==> src/hdl/ruu_pkg.sv <==
`timescale 1ns / 1ps
// Package for the RDM UID to UUID v3 block: MD5 constants and round helpers.
// No dependencies.
package ruu_pkg;
    localparam int unsigned Rounds = 64;

    typedef logic [31:0] word_t;

    typedef struct packed {
        word_t a;
        word_t b;
        word_t c;
        word_t d;
    } chain_t;

    localparam word_t IV_A = 32'h67452301;
    localparam word_t IV_B = 32'hefcdab89;
    localparam word_t IV_C = 32'h98badcfe;
    localparam word_t IV_D = 32'h10325476;

    localparam logic [127:0] NS_UUID = 128'hba8afd463578463ca5a7a28ce3d32fe4;
    localparam logic [95:0] NAME_PREFIX = 96'h52444d204465766963652c20;

    function automatic word_t sine_k(input logic [5:0] i);
        word_t k;
        case (i)
            6'd0: k = 32'hd76aa478; 6'd1: k = 32'he8c7b756; 6'd2: k = 32'h242070db;
            6'd3: k = 32'hc1bdceee; 6'd4: k = 32'hf57c0faf; 6'd5: k = 32'h4787c62a;
            6'd6: k = 32'ha8304613; 6'd7: k = 32'hfd469501; 6'd8: k = 32'h698098d8;
            6'd9: k = 32'h8b44f7af; 6'd10: k = 32'hffff5bb1; 6'd11: k = 32'h895cd7be;
            6'd12: k = 32'h6b901122; 6'd13: k = 32'hfd987193; 6'd14: k = 32'ha679438e;
            6'd15: k = 32'h49b40821; 6'd16: k = 32'hf61e2562; 6'd17: k = 32'hc040b340;
            6'd18: k = 32'h265e5a51; 6'd19: k = 32'he9b6c7aa; 6'd20: k = 32'hd62f105d;
            6'd21: k = 32'h02441453; 6'd22: k = 32'hd8a1e681; 6'd23: k = 32'he7d3fbc8;
            6'd24: k = 32'h21e1cde6; 6'd25: k = 32'hc33707d6; 6'd26: k = 32'hf4d50d87;
            6'd27: k = 32'h455a14ed; 6'd28: k = 32'ha9e3e905; 6'd29: k = 32'hfcefa3f8;
            6'd30: k = 32'h676f02d9; 6'd31: k = 32'h8d2a4c8a; 6'd32: k = 32'hfffa3942;
            6'd33: k = 32'h8771f681; 6'd34: k = 32'h6d9d6122; 6'd35: k = 32'hfde5380c;
            6'd36: k = 32'ha4beea44; 6'd37: k = 32'h4bdecfa9; 6'd38: k = 32'hf6bb4b60;
            6'd39: k = 32'hbebfbc70; 6'd40: k = 32'h289b7ec6; 6'd41: k = 32'heaa127fa;
            6'd42: k = 32'hd4ef3085; 6'd43: k = 32'h04881d05; 6'd44: k = 32'hd9d4d039;
            6'd45: k = 32'he6db99e5; 6'd46: k = 32'h1fa27cf8; 6'd47: k = 32'hc4ac5665;
            6'd48: k = 32'hf4292244; 6'd49: k = 32'h432aff97; 6'd50: k = 32'hab9423a7;
            6'd51: k = 32'hfc93a039; 6'd52: k = 32'h655b59c3; 6'd53: k = 32'h8f0ccc92;
            6'd54: k = 32'hffeff47d; 6'd55: k = 32'h85845dd1; 6'd56: k = 32'h6fa87e4f;
            6'd57: k = 32'hfe2ce6e0; 6'd58: k = 32'ha3014314; 6'd59: k = 32'h4e0811a1;
            6'd60: k = 32'hf7537e82; 6'd61: k = 32'hbd3af235; 6'd62: k = 32'h2ad7d2bb;
            default: k = 32'heb86d391;
        endcase
        return k;
    endfunction

    function automatic logic [4:0] rot_amt(input logic [5:0] i);
        logic [4:0] s;
        case ({i[5:4], i[1:0]})
            4'd0: s = 5'd7;  4'd1: s = 5'd12; 4'd2: s = 5'd17; 4'd3: s = 5'd22;
            4'd4: s = 5'd5;  4'd5: s = 5'd9;  4'd6: s = 5'd14; 4'd7: s = 5'd20;
            4'd8: s = 5'd4;  4'd9: s = 5'd11; 4'd10: s = 5'd16; 4'd11: s = 5'd23;
            4'd12: s = 5'd6; 4'd13: s = 5'd10; 4'd14: s = 5'd15; default: s = 5'd21;
        endcase
        return s;
    endfunction

    // Message word index used by round i.
    function automatic logic [3:0] word_idx(input logic [5:0] i);
        logic [7:0] g;
        case (i[5:4])
            2'd0: g = {2'b00, i};
            2'd1: g = 8'(5 * i + 1);
            2'd2: g = 8'(3 * i + 5);
            default: g = 8'(7 * i);
        endcase
        return g[3:0];
    endfunction

    function automatic word_t bswap(input word_t x);
        return {x[7:0], x[15:8], x[23:16], x[31:24]};
    endfunction
endpackage

==> src/hdl/ruu_final.sv <==
`timescale 1ns / 1ps
// Final feed-forward, byte ordering and version/variant marking, registered.
// Depends on ruu_pkg.
module ruu_final (
    input  logic            clk,
    input  logic            rst_n,
    input  logic            adv,
    input  logic            in_valid,
    input  ruu_pkg::chain_t in_chain,
    output logic            out_valid,
    output logic [127:0]    out_uuid
);
    logic [127:0] dg;
    logic out_valid_reg;
    logic [127:0] uuid_reg;

    always_comb
    begin
        dg = {ruu_pkg::bswap(in_chain.a + ruu_pkg::IV_A), ruu_pkg::bswap(in_chain.b + ruu_pkg::IV_B),
              ruu_pkg::bswap(in_chain.c + ruu_pkg::IV_C), ruu_pkg::bswap(in_chain.d + ruu_pkg::IV_D)};
        // byte 6 version nibble, byte 8 variant bits
        dg[127 - 48 -: 8] = 8'h30 | (dg[127 - 48 -: 8] & 8'h0f);
        dg[127 - 64 -: 8] = 8'h80 | (dg[127 - 64 -: 8] & 8'h3f);
    end

    always_ff @(posedge clk or negedge rst_n)
    begin
        if (!rst_n)
        begin
            out_valid_reg <= 1'b0;
        end
        else if (adv)
        begin
            out_valid_reg <= in_valid;
        end
    end

    always_ff @(posedge clk)
    begin
        if (adv)
        begin
            uuid_reg <= dg;
        end
    end

    assign out_valid = out_valid_reg;
    assign out_uuid = uuid_reg;
endmodule

==> config.mk <==
export PLATFORM = sky130hd
export DESIGN_NAME = ruu_final
export DESIGN_NICKNAME = d
export VERILOG_FILES = /design/src/hdl/ruu_pkg.sv /design/src/hdl/ruu_final.sv
export SDC_FILE = /design/constraint.sdc
export NUM_CORES = 1
export LEC_CHECK = 0
export BUFFER_PORTS_ARGS = -buffer_cell sky130_fd_sc_hd__buf_2
export CORE_UTILIZATION = 46
export CTS_BUF_LIST = sky130_fd_sc_hd__clkbuf_8
export DETAILED_ROUTE_END_ITERATION = 10
export GPL_TIMING_DRIVEN = 0
export PLACE_DENSITY_LB_ADDON = 0.2
export SYNTH_ARGS = -nofsm -noshare
export SYNTH_HDL_FRONTEND = slang
export SYNTH_SLANG_ARGS = --single-unit
==> constraint.sdc <==
create_clock -name clk -period 0.8 [get_ports clk]
set_input_delay 0.16 -clock clk [delete_from_list [all_inputs] [get_ports clk]]
set_output_delay 0.16 -clock clk [all_outputs]
set_load 0.02 [all_outputs]
==> results by group <==
STA
  • Achievable Freq: 624 MHz
  • Slew Limit Fails: 0
  • Setup Skew: 0 ns
  • Final setup margin: -0.802 ns
  • Max transition margin: 0.638
  • Post-layout min period: 1.60 ns
  • Final setup viols: 212
  • Final hold vios: 0
  • Fin crit share: 2.00
  • RSZ-0062 raised after global routing: true
  • Final TNS setup: -72.97 ns
  • Worst-Margin Slew: 0.541 ns

Yosys
  • Compound-Gate Fraction of Synth Area: 0.121
  • Post-synth EDFFs: 122
  • Register area share after synthesis: 0.562
  • Synth Area in Simple Gates: 0.158
  • Synth Instances: 573
  • Post-synthesis mux area share: 0.00515
  • Synth Area per Inst: 11.5 µm²
  • Main combinational cell family by area after synthesis: simple AND/OR/NAND/NOR gates
  • Cell variety after synth: 61
  • Synth Warn #: 0
  • Flops & latches, synth: 123
  • Top_reg_cell synth: edfxtp_1
  • Post-synthesis xor/xnor area fraction: 0.125
  • Cell Area, Synth: 6560 µm²
  • Fraction of registers with async set/reset: 0.00813
  • Synthesized-area fraction occupied by adder cells: 0.00763

Critical path
  • CP Launch Type: input port
  • FF-to-FF path depth: 1
  • Crit path required time: 0.96 ns
  • Worst reg2reg setup slack: 0.02 ns
  • Crit end category: register
  • WP depth: 6
  • RR Endpoint: out_valid
  • Worst path slowest cell: or4_4
  • Crit-path max FO: 4
  • Crit-path cells: buf_6 > or3_4 > or4_4 > o21a_4 > nor4_2 > xor2_1
  • Start point of the critical path: in_chain[87]
  • Crit Path Class: input port to register
  • Worst R2R Start: out_valid
  • Worst path bufs/invs: 1
  • CP top delay family: simple AND/OR/NAND/NOR gates
  • CP peak stage delay: 0.47 ns
  • Critical Path AT: 1.76 ns

Placed design
  • Port bufs: 247
  • Dpl cells: 1005
  • Final GP Congestion: 0.859
  • Cell Area, Placed: 8730 µm²
  • DP Wirelength: 12700 µm

Clocking
  • Num CTS Buffers: 17
  • Clock buffer depth: 2
  • Max H-tree Level: 4
  • Clock Sink Count: 123
  • CTS clk-pin slew, worst paths: 0.08 ns
  • Latest clock arrival within the worst-skew pair: 0.43 ns
  • CTS Root Cell: clkbuf_8
  • TritonCTS clock tree: done

Power and ir drop
  • PwrDens: 1610 nW/µm²
  • Leak: 4.42 nW
  • Power Total: 0.0180 W
  • VDD IR max: 1060 µV

Cells and area
  • Most frequent cells in the layout: buf_6, edfxtp_1, buf_2
  • Non-Filler Instances: 1111
  • Share of cells above drive strength 1: 0.549
  • Multi-input combinational cell area: 3880 µm²
  • Max reg flops: 122
  • Fill count: 769
  • Final core utilization: 0.806
  • Design Area, Final: 11200 µm²
  • Area growth syn-to-layout: 70.6%
  • Nets: 1053
  • Register area: 3690 µm²
  • Commonest non-fill, non-tap cell in the layout: buf_6

Route
  • Drt drc: 0
  • Vias per cell: 5.62
  • ANT nets after route: 0
  • DR vias: 6249
  • WL/cell: 19.6 µm
  • DRT Pass-1 Iters: 5
  • Initial drt markers: 566
  • Total Routed Length: 21800 µm

GRT
  • First-pass GRT wire length: 28000 µm
  • Total GRT Usage: 0.247
  • Vias in the first global route: 5707
  • Largest net degree at the start of global routing: 53
  • Initial antenna violation count: 3
  • Remaining global-route overflow: 0

Floorplanning
  • Die footprint: 14700 µm²
  • Io pins: 261
  • Die Span Y: 121 µm
  • Row cnt: 43
  • Core footprint: 13900 µm²
  • Die extent in x: 121 µm
  • Initial Util: 0.473

Min path
  • Hold path depth: 2
  • Hold WC Path Type: input port to register
  • Hold_sp: in_chain[100]
  • WHS Endpoint: out_uuid[124]

Outcome
  • Status: finished with violations
  • Failing checks: negative setup slack

Flow run
  • Max_cap viols: 0
==> layout make-up <==
class,instances,area share
inverters,14,0.00805
repair buffers,321,0.257
clock inverters,14,0.00615
flip-flops and latches,123,0.330
diodes,2,0.000447
well taps,180,0.0201
multi-input cells,426,0.347
plain buffers,14,0.0108
clock buffers,17,0.0209
==> stage by stage <==
step	worst slack [ns]	hold WS, ns
2_1_floorplan	-0.996	-0.136
3_3_place_gp	-1.88	-0.0647
3_5_place_dp	-1.25	-0.0608
4_1_cts	-0.760	0.000350
5_1_grt	-0.811	0.000243
6_report	-0.802	0.0238
==> power by group <==
group	switching (W)	leakage [nW]	total (W)	internal, W
Clock	0.00246	0.174	0.00448	0.00202
Sequential	0.000286	1.20	0.00820	0.00791
Combinational	0.00284	3.04	0.00534	0.00250
==> worst max-delay path by stage <==
stage,slack [ns],end
after floorplan,-1.0,out_uuid[71]
after global placement,-1.88,out_valid
after detailed placement,-1.25,out_uuid[71]
after CTS,-0.76,out_uuid[69]
after global routing,-0.81,out_uuid[69]
final,-0.80,out_uuid[71]
==> metal layers <==
metal  vias up  part of all wire  global-route usage
met3        64             0.076              0.0742
li1       2829                 -                   -
met5         -                 0                   0
met2       339              0.54               0.430
met1      3017              0.35               0.277
met4         0             0.039               0.106
==> kinds of logic after synthesis <==
group / count (synthesis)
simple gates: 200
xor+xnor: 94
buf+inv: 28
other cells: 2
flops: 123
mux: 3
compound gates: 119
fa+ha+maj: 4
==> Yosys cell counts, types with 9 or more instances <==
cell      instances  share of area
inv_1            14         0.0080
edfxtp_1        122           0.56
xnor2_1          49          0.065
nor2_1           45          0.026
o21ai_0          27          0.021
nor2b_1           9         0.0086
nand3_1          22          0.017
a31oi_1           9         0.0086
or3_1            11          0.010
a21oi_1          25          0.019
xor2_1           45          0.060
nand2_1          42          0.024
nor3_1           19          0.014
==> repair_timing <==
item	CTS	global route
pin swaps	68	86
hold buffers	8	1
setup endpoints to repair	278	212
endpoints found under the hold margin	8	1
buffers inserted	37	31
gates resized for setup	219	210
gates cloned	1	0
Note: power is estimated with default switching activity, not from simulation.
