### config.mk
export PLATFORM = sky130hd
export DESIGN_NAME = ruu_round
export DESIGN_NICKNAME = d
export VERILOG_FILES = /design/src/hdl/ruu_pkg.sv /design/src/hdl/ruu_round.sv
export SDC_FILE = /design/constraint.sdc
export NUM_CORES = 1
export LEC_CHECK = 0
export BUFFER_PORTS_ARGS = -buffer_cell sky130_fd_sc_hd__buf_2
export CAP_MARGIN = 20
export CORE_MARGIN = 2
export CORE_UTILIZATION = 40
export CTS_CLUSTER_DIAMETER = 200
export DETAILED_ROUTE_END_ITERATION = 8
export GPL_ROUTABILITY_DRIVEN = 0
export PLACE_DENSITY = 0.68
export SLEW_MARGIN = 5
export SYNTH_ARGS = -nofsm -noshare
export SYNTH_HDL_FRONTEND = slang
export SYNTH_SLANG_ARGS = --single-unit
### constraint.sdc
create_clock -name clk -period 0.9 [get_ports clk]
set_input_delay 0.045 -clock clk [delete_from_list [all_inputs] [get_ports clk]]
set_output_delay 0.045 -clock clk [all_outputs]
set_load 0.05 [all_outputs]
### src/hdl/ruu_pkg.sv
`timescale 1ns / 1ps
// Package for the RDM UID to UUID v3 block: MD5 constants and round helpers.
// No dependencies.
package ruu_pkg;
    localparam int unsigned Rounds = 64;

    typedef logic [31:0] word_t;

    typedef struct packed {
        word_t a;
        word_t b;
        word_t c;
        word_t d;
    } chain_t;

    localparam word_t IV_A = 32'h67452301;
    localparam word_t IV_B = 32'hefcdab89;
    localparam word_t IV_C = 32'h98badcfe;
    localparam word_t IV_D = 32'h10325476;

    localparam logic [127:0] NS_UUID = 128'hba8afd463578463ca5a7a28ce3d32fe4;
    localparam logic [95:0] NAME_PREFIX = 96'h52444d204465766963652c20;

    function automatic word_t sine_k(input logic [5:0] i);
        word_t k;
        case (i)
            6'd0: k = 32'hd76aa478; 6'd1: k = 32'he8c7b756; 6'd2: k = 32'h242070db;
            6'd3: k = 32'hc1bdceee; 6'd4: k = 32'hf57c0faf; 6'd5: k = 32'h4787c62a;
            6'd6: k = 32'ha8304613; 6'd7: k = 32'hfd469501; 6'd8: k = 32'h698098d8;
            6'd9: k = 32'h8b44f7af; 6'd10: k = 32'hffff5bb1; 6'd11: k = 32'h895cd7be;
            6'd12: k = 32'h6b901122; 6'd13: k = 32'hfd987193; 6'd14: k = 32'ha679438e;
            6'd15: k = 32'h49b40821; 6'd16: k = 32'hf61e2562; 6'd17: k = 32'hc040b340;
            6'd18: k = 32'h265e5a51; 6'd19: k = 32'he9b6c7aa; 6'd20: k = 32'hd62f105d;
            6'd21: k = 32'h02441453; 6'd22: k = 32'hd8a1e681; 6'd23: k = 32'he7d3fbc8;
            6'd24: k = 32'h21e1cde6; 6'd25: k = 32'hc33707d6; 6'd26: k = 32'hf4d50d87;
            6'd27: k = 32'h455a14ed; 6'd28: k = 32'ha9e3e905; 6'd29: k = 32'hfcefa3f8;
            6'd30: k = 32'h676f02d9; 6'd31: k = 32'h8d2a4c8a; 6'd32: k = 32'hfffa3942;
            6'd33: k = 32'h8771f681; 6'd34: k = 32'h6d9d6122; 6'd35: k = 32'hfde5380c;
            6'd36: k = 32'ha4beea44; 6'd37: k = 32'h4bdecfa9; 6'd38: k = 32'hf6bb4b60;
            6'd39: k = 32'hbebfbc70; 6'd40: k = 32'h289b7ec6; 6'd41: k = 32'heaa127fa;
            6'd42: k = 32'hd4ef3085; 6'd43: k = 32'h04881d05; 6'd44: k = 32'hd9d4d039;
            6'd45: k = 32'he6db99e5; 6'd46: k = 32'h1fa27cf8; 6'd47: k = 32'hc4ac5665;
            6'd48: k = 32'hf4292244; 6'd49: k = 32'h432aff97; 6'd50: k = 32'hab9423a7;
            6'd51: k = 32'hfc93a039; 6'd52: k = 32'h655b59c3; 6'd53: k = 32'h8f0ccc92;
            6'd54: k = 32'hffeff47d; 6'd55: k = 32'h85845dd1; 6'd56: k = 32'h6fa87e4f;
            6'd57: k = 32'hfe2ce6e0; 6'd58: k = 32'ha3014314; 6'd59: k = 32'h4e0811a1;
            6'd60: k = 32'hf7537e82; 6'd61: k = 32'hbd3af235; 6'd62: k = 32'h2ad7d2bb;
            default: k = 32'heb86d391;
        endcase
        return k;
    endfunction

    function automatic logic [4:0] rot_amt(input logic [5:0] i);
        logic [4:0] s;
        case ({i[5:4], i[1:0]})
            4'd0: s = 5'd7;  4'd1: s = 5'd12; 4'd2: s = 5'd17; 4'd3: s = 5'd22;
            4'd4: s = 5'd5;  4'd5: s = 5'd9;  4'd6: s = 5'd14; 4'd7: s = 5'd20;
            4'd8: s = 5'd4;  4'd9: s = 5'd11; 4'd10: s = 5'd16; 4'd11: s = 5'd23;
            4'd12: s = 5'd6; 4'd13: s = 5'd10; 4'd14: s = 5'd15; default: s = 5'd21;
        endcase
        return s;
    endfunction

    // Message word index used by round i.
    function automatic logic [3:0] word_idx(input logic [5:0] i);
        logic [7:0] g;
        case (i[5:4])
            2'd0: g = {2'b00, i};
            2'd1: g = 8'(5 * i + 1);
            2'd2: g = 8'(3 * i + 5);
            default: g = 8'(7 * i);
        endcase
        return g[3:0];
    endfunction

    function automatic word_t bswap(input word_t x);
        return {x[7:0], x[15:8], x[23:16], x[31:24]};
    endfunction
endpackage

### src/hdl/ruu_round.sv
`timescale 1ns / 1ps
// One registered MD5 round with its own stall-aware valid bit.
// Depends on ruu_pkg.
module ruu_round #(
    parameter int unsigned ROUND = 0
) (
    input  logic              clk,
    input  logic              rst_n,
    input  logic              adv,
    input  logic              in_valid,
    input  logic [47:0]       in_uid,
    input  ruu_pkg::chain_t   in_chain,
    output logic              out_valid,
    output logic [47:0]       out_uid,
    output ruu_pkg::chain_t   out_chain
);
    localparam logic [5:0] RI = 6'(ROUND);
    localparam logic [3:0] G = ruu_pkg::word_idx(RI);
    localparam ruu_pkg::word_t K = ruu_pkg::sine_k(RI);
    localparam logic [4:0] S = ruu_pkg::rot_amt(RI);

    logic [511:0] blk;
    ruu_pkg::word_t w, f, sum, rot;
    logic [63:0] rot2;
    ruu_pkg::chain_t chain_next;

    logic out_valid_reg;
    logic [47:0] uid_reg;
    ruu_pkg::chain_t chain_reg;

    always_comb
    begin
        // block bytes 0..63 live in blk[511:0], byte 0 at the top
        blk = {ruu_pkg::NS_UUID, ruu_pkg::NAME_PREFIX, in_uid, 8'h80, 168'd0,
               64'h1001000000000000};
        w = ruu_pkg::bswap(blk[511 - 32 * G -: 32]);
        case (RI[5:4])
            2'd0: f = (in_chain.b & in_chain.c) | (~in_chain.b & in_chain.d);
            2'd1: f = (in_chain.b & in_chain.d) | (in_chain.c & ~in_chain.d);
            2'd2: f = in_chain.b ^ in_chain.c ^ in_chain.d;
            default: f = in_chain.c ^ (in_chain.b | ~in_chain.d);
        endcase
        sum = in_chain.a + f + K + w;
        rot2 = {sum, sum} << S;
        rot = rot2[63:32];
        chain_next.a = in_chain.d;
        chain_next.b = in_chain.b + rot;
        chain_next.c = in_chain.b;
        chain_next.d = in_chain.c;
    end

    always_ff @(posedge clk or negedge rst_n)
    begin
        if (!rst_n)
        begin
            out_valid_reg <= 1'b0;
        end
        else if (adv)
        begin
            out_valid_reg <= in_valid;
        end
    end

    always_ff @(posedge clk)
    begin
        if (adv)
        begin
            uid_reg <= in_uid;
            chain_reg <= chain_next;
        end
    end

    assign out_valid = out_valid_reg;
    assign out_uid = uid_reg;
    assign out_chain = chain_reg;
endmodule

==> flow_summary_export.csv, run 1 <==
group,metric,value,unit
global_routing,track_usage,0.266,
logic_synthesis,synth_edf_count,176,
pwr,irDropWorstVdd,1660,uV
timing,setup_viol,213,
logic_synthesis,yosysUniqueCellTypes,58,
logic_synthesis,syn_avg_cell_area,12.9,sq um
die,boundaryPins,357,
route,wl_per_cell,18.8,um
global_routing,grt_pass1_vias,9334,
critical_path,r2r_cells,1,
logic_synthesis,synth_area_leaders,"edfxtp_1, ha_1, xnor2_1, a21oi_1, inv_1",
clock_tree,numCtsBuffers,17,
status,status,"complete, but fails checks",
critical_path,r2r_setup_slack,130,ps
critical_path,r2r_end,"out_valid",
timing,period_minus_slack,4440,ps
pwr,p_leak,0.00785,uW
clock_tree,cts_tree,"done",
die,initial_core_util,0.403,
route,wl,34.2,mm
critical_path,critPathTopFamily,"compound AO/OA/AOI/OAI gates",
critical_path,critPathLaunchType,"input pin",
route,via_per_inst,4.94,
worst_hold_path,worstHoldPathType,"in -> reg",
clock_tree,clk_latency,430,ps
logic_synthesis,synthArstFlopShare,0.00565,
worst_hold_path,hold_depth,3,
timing,setup_slack,-3540,ps
logic_synthesis,ys_ff_latch,177,
critical_path,critPathRequiredTime,1090,ps
critical_path,crit_path_start,"in_chain[65]",
die,die_h,157,um
layout,final_common_cell,"buf_4",
logic_synthesis,synthFlopType,"edfxtp_1",
clock_tree,root_buffer,"clkbuf_16",
clock_tree,clock_sinks,177,
die,num_rows,56,
clock_tree,clk_pin_slew_worst_paths,80,ps
layout,layoutNonFillerInstCount,1821,
die,dieWidth,157,um
logic_synthesis,yosysSeqAreaShare,0.566,
logic_synthesis,synth_nets,999,
critical_path,path_buf_inv,3,
layout,synthToLayoutAreaGrowth,85.0,%
placement,dp.cells,1604,
worst_hold_path,holdCritStartpoint,"in_chain[64]",
logic_synthesis,synth_top_area_frac,0.564,
logic_synthesis,synth_largest_area_cell,"edfxtp_1",
global_routing,antenna_found_initial,3,
pwr,power_density,2400,nW/um^2
critical_path,reg2reg_from,"out_valid",
timing,worstMarginPinSlew,671,ps
timing,hold_viol,0,
timing,fmax,0.225,GHz
global_routing,grt_pass1_wl,49.7,mm
logic_synthesis,netlist_area,9380,sq um
global_routing,grt_max_degree,27,
route,ant_nets,0,
die,dieArea,24700,sq um
clock_tree,clk_path_buf_depth,2,
timing,maxSlewViolCount,0,
logic_synthesis,yosysWarnings,0,
critical_path,path_class,"in -> reg",
layout,largest_reg_flops,128,
critical_path,critical_path.max_stage_delay,360,ps
logic_synthesis,synth_cells,725,
critical_path,endpoint_kind,"flop",
die,core_region_area,23300,sq um
timing,clock_skew,0,ps
worst_hold_path,min_to,"out_chain[64]",
placement,port_buffers,356,
status,violations,"negative setup slack",
route,vias,9002,
route,drt_first_pass_iters,6,
placement,dp_hpwl,22.7,mm
route,drt_iter0_markers,499,
layout,drive_gt1_frac,0.501,
job,max_cap_violations,0,
timing,fin_setup_tns,-125110,ps
layout,final_cell_mix,"buf_4, buf_6, edfxtp_1",
timing,relSlewSlack,0.553,
route,route.detailed.drc,0,
timing,post-route-period-util,4.94,
global_routing,globalRoute.totalOverflow,0,
clock_tree,h-tree-depth,4,
timing,rsz0062_at_grt,"true",
layout,finalNetCount,1761,
critical_path,critical_path.max_fanout,3,
critical_path,arrival,4630,ps
critical_path,crit_slowest_cell,"fa_2",
layer usage:
metal,global-route usage,vias to the layer above,wire length [um]
met5,0,-,0
met4,0.0987,0,1010
met3,0.0716,62,2500
met2,0.484,350,17700
met1,0.297,4332,13000
li1,-,4258,-
power by group:
group	switching (uW)	total (uW)	internal [uW]
logic	12300	22800	10500
registers	627	11400	10800
clock network	3730	7490	3760
total	16600	41700	25100
Yosys cell counts (all sizes together) (11+ instances only):
cell    count
edfxtp    176
ha         92
a21oi      56
inv        55
nand2      37
nor2       36
xnor2      34
a21o       26
o21ai      21
mux2i      19
mux2       17
xor2       17
nand2b     11
how the worst max path moves through the flow:
stage               endpoint  slack [ps]  depth (start not counted)
2_1_floorplan  out_chain[94]       -3490                         22
3_3_place_gp   out_chain[94]       -4070                         23
3_5_place_dp   out_chain[94]       -4200                         25
4_1_cts        out_chain[94]       -3540                         23
5_1_grt        out_chain[94]       -3670                         25
6_report       out_chain[94]       -3540                         25
repair_timing:
| item | in CTS | in global routing |
|---|---|---|
| pin swaps | 42 | 36 |
| resized for setup | 428 | 33 |
| hold buffers | 148 | 1 |
| buffers inserted | 23 | 16 |
| endpoints found under the hold margin | 150 | 4 |
| endpoints found under the setup margin | 209 | 213 |
kinds of logic after synthesis:
group                    synth area share
AO/OA/AOI/OAI                       0.118
XOR/XNOR                           0.0476
adder cells (fa/ha/maj)             0.127
buffers and inverters              0.0266
flip-flops                          0.566
multiplexers                       0.0407
AND/OR/NAND/NOR                    0.0738
through the flow:
step                setup slack, ps  cell area, sq um  power [uW]  hold slack (ps)   util
floorplan                     -3490              9590       22400             -251      -
global placement              -4070             13400       28900             -179  0.576
detailed placement            -4200             13400       29100             -177  0.576
CTS                           -3540             17100       40400             6.88  0.734
global route                  -3670             17400       43500             16.3  0.746
finish                        -3540             17400       41700             23.0  0.746
area by class of cell:
class / count / area (sq um)
Multi-Input combinational cell: 483 / 4400
Fill cell: 1508 / 5910
Antenna cell: 2 / 5.00
Timing Repair Buffer: 753 / 6450
Clock inverter: 14 / 158
Clock buffer: 18 / 429
Sequential cell: 177 / 5310
Tap cell: 319 / 399
Inverter: 55 / 206
No activity file was read; power rests on OpenSTA's default activity.
==> run 2, diff against run 1 <==
Settings changed: PLACE_DENSITY 0.68 to 0.67, RECOVER_POWER from default to 50.
==> run 2 against run 1 <==
The run still ends with negative setup slack left; cell count shrank 1.3%; power shrank 2.2%; maximum frequency grew 0.97%; via count shrank 2.3%; final area shrank 1.4%; clock skew is the same; clock-buffer cell count shrank 1; non-clock buffer count shrank 24; register-to-register slack lost 50 ps; clock power shrank 2.8%; sequential power is essentially flat; critical endpoint unchanged.
==> flow_summary_export.csv, run 2 (synthesis results as in run 1) <==
group,metric,value,unit
global_routing,grt_max_degree,47,
critical_path,path_class,"in -> reg",
layout,final_common_cell,"buf_4",
placement,port_buffers,356,
global_routing,grt_pass1_wl,50.1,mm
critical_path,crit_path_start,"in_chain[66]",
die,initial_core_util,0.403,
critical_path,critPathLaunchType,"input pin",
die,dieArea,24700,sq um
critical_path,endpoint_kind,"flop",
route,drt_iter0_markers,464,
status,violations,"negative setup slack",
critical_path,critPathTopFamily,"compound AO/OA/AOI/OAI gates",
global_routing,globalRoute.totalOverflow,0,
worst_hold_path,worstHoldPathType,"in -> reg",
die,core_region_area,23300,sq um
timing,setup_viol,348,
timing,holdWs,44.2,ps
route,route.detailed.drc,0,
route,highest_layer,"met5",
critical_path,crit_slowest_cell,"fa_2",
pwr,p_leak,0.00768,uW
clock_tree,h-tree-depth,4,
route,wl,33.3,mm
clock_tree,clock_sinks,177,
timing,post-route-period-util,4.89,
route,drt_first_pass_iters,5,
job,max_cap_violations,0,
clock_tree,clk_latency,430,ps
timing,maxSlewViolCount,0,
route,wl_met1,12.8,mm
clock_tree,clk_path_buf_depth,2,
timing,worstMarginPinSlew,861,ps
status,status,"complete, but fails checks",
clock_tree,cts_tree,"done",
route,routed-wl-met2,16.7,mm
timing,clock_skew,0,ps
global_routing,grt_pass1_vias,9482,
timing,hold_viol,0,
critical_path,path_cells,"buf_2, mux2_4, ha_4, inv_2, fa_2, nor2b_4, o2111ai_2, and4bb_4, nor3_4, o2111ai_2, a21oi_2, or3_1, o2111ai_2, ha_4, fa_2, a21o_1, a22o_4, o2bb2ai_4, o21ai_4, o211ai_1, and2_4, a221oi_4, xnor2_1",
clock_tree,numCtsBuffers,17,
die,die_h,157,um
route,vias,8793,
critical_path,critical_path.max_stage_delay,410,ps
route,ant_nets,0,
timing,fmax,0.227,GHz
critical_path,cp_common_cell,"o2111ai_2",
clock_tree,clk_pin_slew_worst_paths,70,ps
critical_path,arrival,4580,ps
route,via_per_inst,4.89,
die,dieWidth,157,um
critical_path,critPathRequiredTime,1080,ps
layout,fin_util,0.735,
timing,relSlewSlack,0.426,
layout,finalNetCount,1737,
timing,rsz0062_at_grt,"true",
pwr,irDropWorstVdd,1300,uV
layout,largest_reg_flops,128,
die,boundaryPins,357,
worst_hold_path,holdCritStartpoint,"in_chain[64]",
critical_path,critical_path.max_fanout,3,
layout,drive_gt1_frac,0.493,
layout,final_cell_mix,"buf_4, buf_6, buf_2, edfxtp_1, dlygate4sd3_1",
global_routing,antenna_found_initial,6,
layout,synthToLayoutAreaGrowth,82.4,%
critical_path,reg2reg_from,"out_valid",
global_routing,track_usage,0.268,
critical_path,path_buf_inv,2,
timing,period_minus_slack,4400,ps
timing,setup_slack,-3500,ps
placement,dp_hpwl,23.2,mm
route,wl_per_cell,18.5,um
pwr,power_density,2380,nW/um^2
route,routed-wl-met3,2.51,mm
die,num_rows,56,
layout,fillers,1544,
clock_tree,root_buffer,"clkbuf_16",
## run 2: cell count changes in the layout (fill, tap and decap cells not counted), moves of 3 or more
| cell | before | now |
|---|---|---|
| mux2i_1 | 18 | 15 |
| buf_4 | 215 | 207 |
| ha_1 | 79 | 76 |
| ha_4 | 8 | 11 |
| buf_6 | 210 | 192 |
## run 2: report_power, final
| part | total (uW) | leakage, uW | internal [uW] | switching [uW] |
|---|---|---|---|---|
| sequential | 11400 | 0.00173 | 10800 | 633 |
| combinational | 22100 | 0.00568 | 10100 | 12000 |
| clock | 7280 | 0.000272 | 3670 | 3600 |
## run 2: per-layer routing
metal,up-vias,track usage
li1,4204,-
met1,4166,0.300
met2,338,0.469
met3,81,0.0741
met4,4,0.132
met5,-,0
## run 2: stage by stage
stage	setup TNS, ps	instances	area, sq um	setup WS [ps]	total power (uW)
detailed placement	-114430	1596	13300	-4190	29100
global placement	-113770	1596	13300	-4190	29000
finish	-130000	1798	17100	-3500	40800
global route	-146220	1797	17100	-3700	42600
floorplan	-92610	725	9590	-3490	22400
CTS	-122100	1785	16900	-3550	39900
## run 2: layout make-up
| cell class | count | area (sq um) | area share |
|---|---|---|---|
| clock buffer | 17 | 425 | 0.0249 |
| multi-input combinational | 483 | 4440 | 0.260 |
| timing repair buffer | 729 | 6170 | 0.361 |
| clock inverter | 14 | 138 | 0.00805 |
| tap | 319 | 399 | 0.0233 |
| inverter | 55 | 206 | 0.0121 |
| antenna | 4 | 10.0 | 0.000585 |
| sequential | 177 | 5310 | 0.310 |
## run 2: path summary, 6_finish.rpt
check,end,slack (ps),depth (start not counted)
setup / recovery,out_chain[94],-3500,23
hold / removal,out_chain[64],40,3
setup reg to reg,out_valid,80,1
hold reg to reg,out_valid,580,1
max in group asynchronous,out_valid,320,3
min in group asynchronous,out_valid,460,3
## run 2: repair_timing
action	4_1_cts	5_1_grt
setup endpoints to repair	209	209
endpoints found under the hold margin	150	0
gates resized for setup	419	29
pin swaps	44	36
hold buffers	148	0
setup buffers	14	12
## run 2: worst min-delay path: stages
cell	delay [ps]
buf_6	80
buf_4	120
ha_4	130
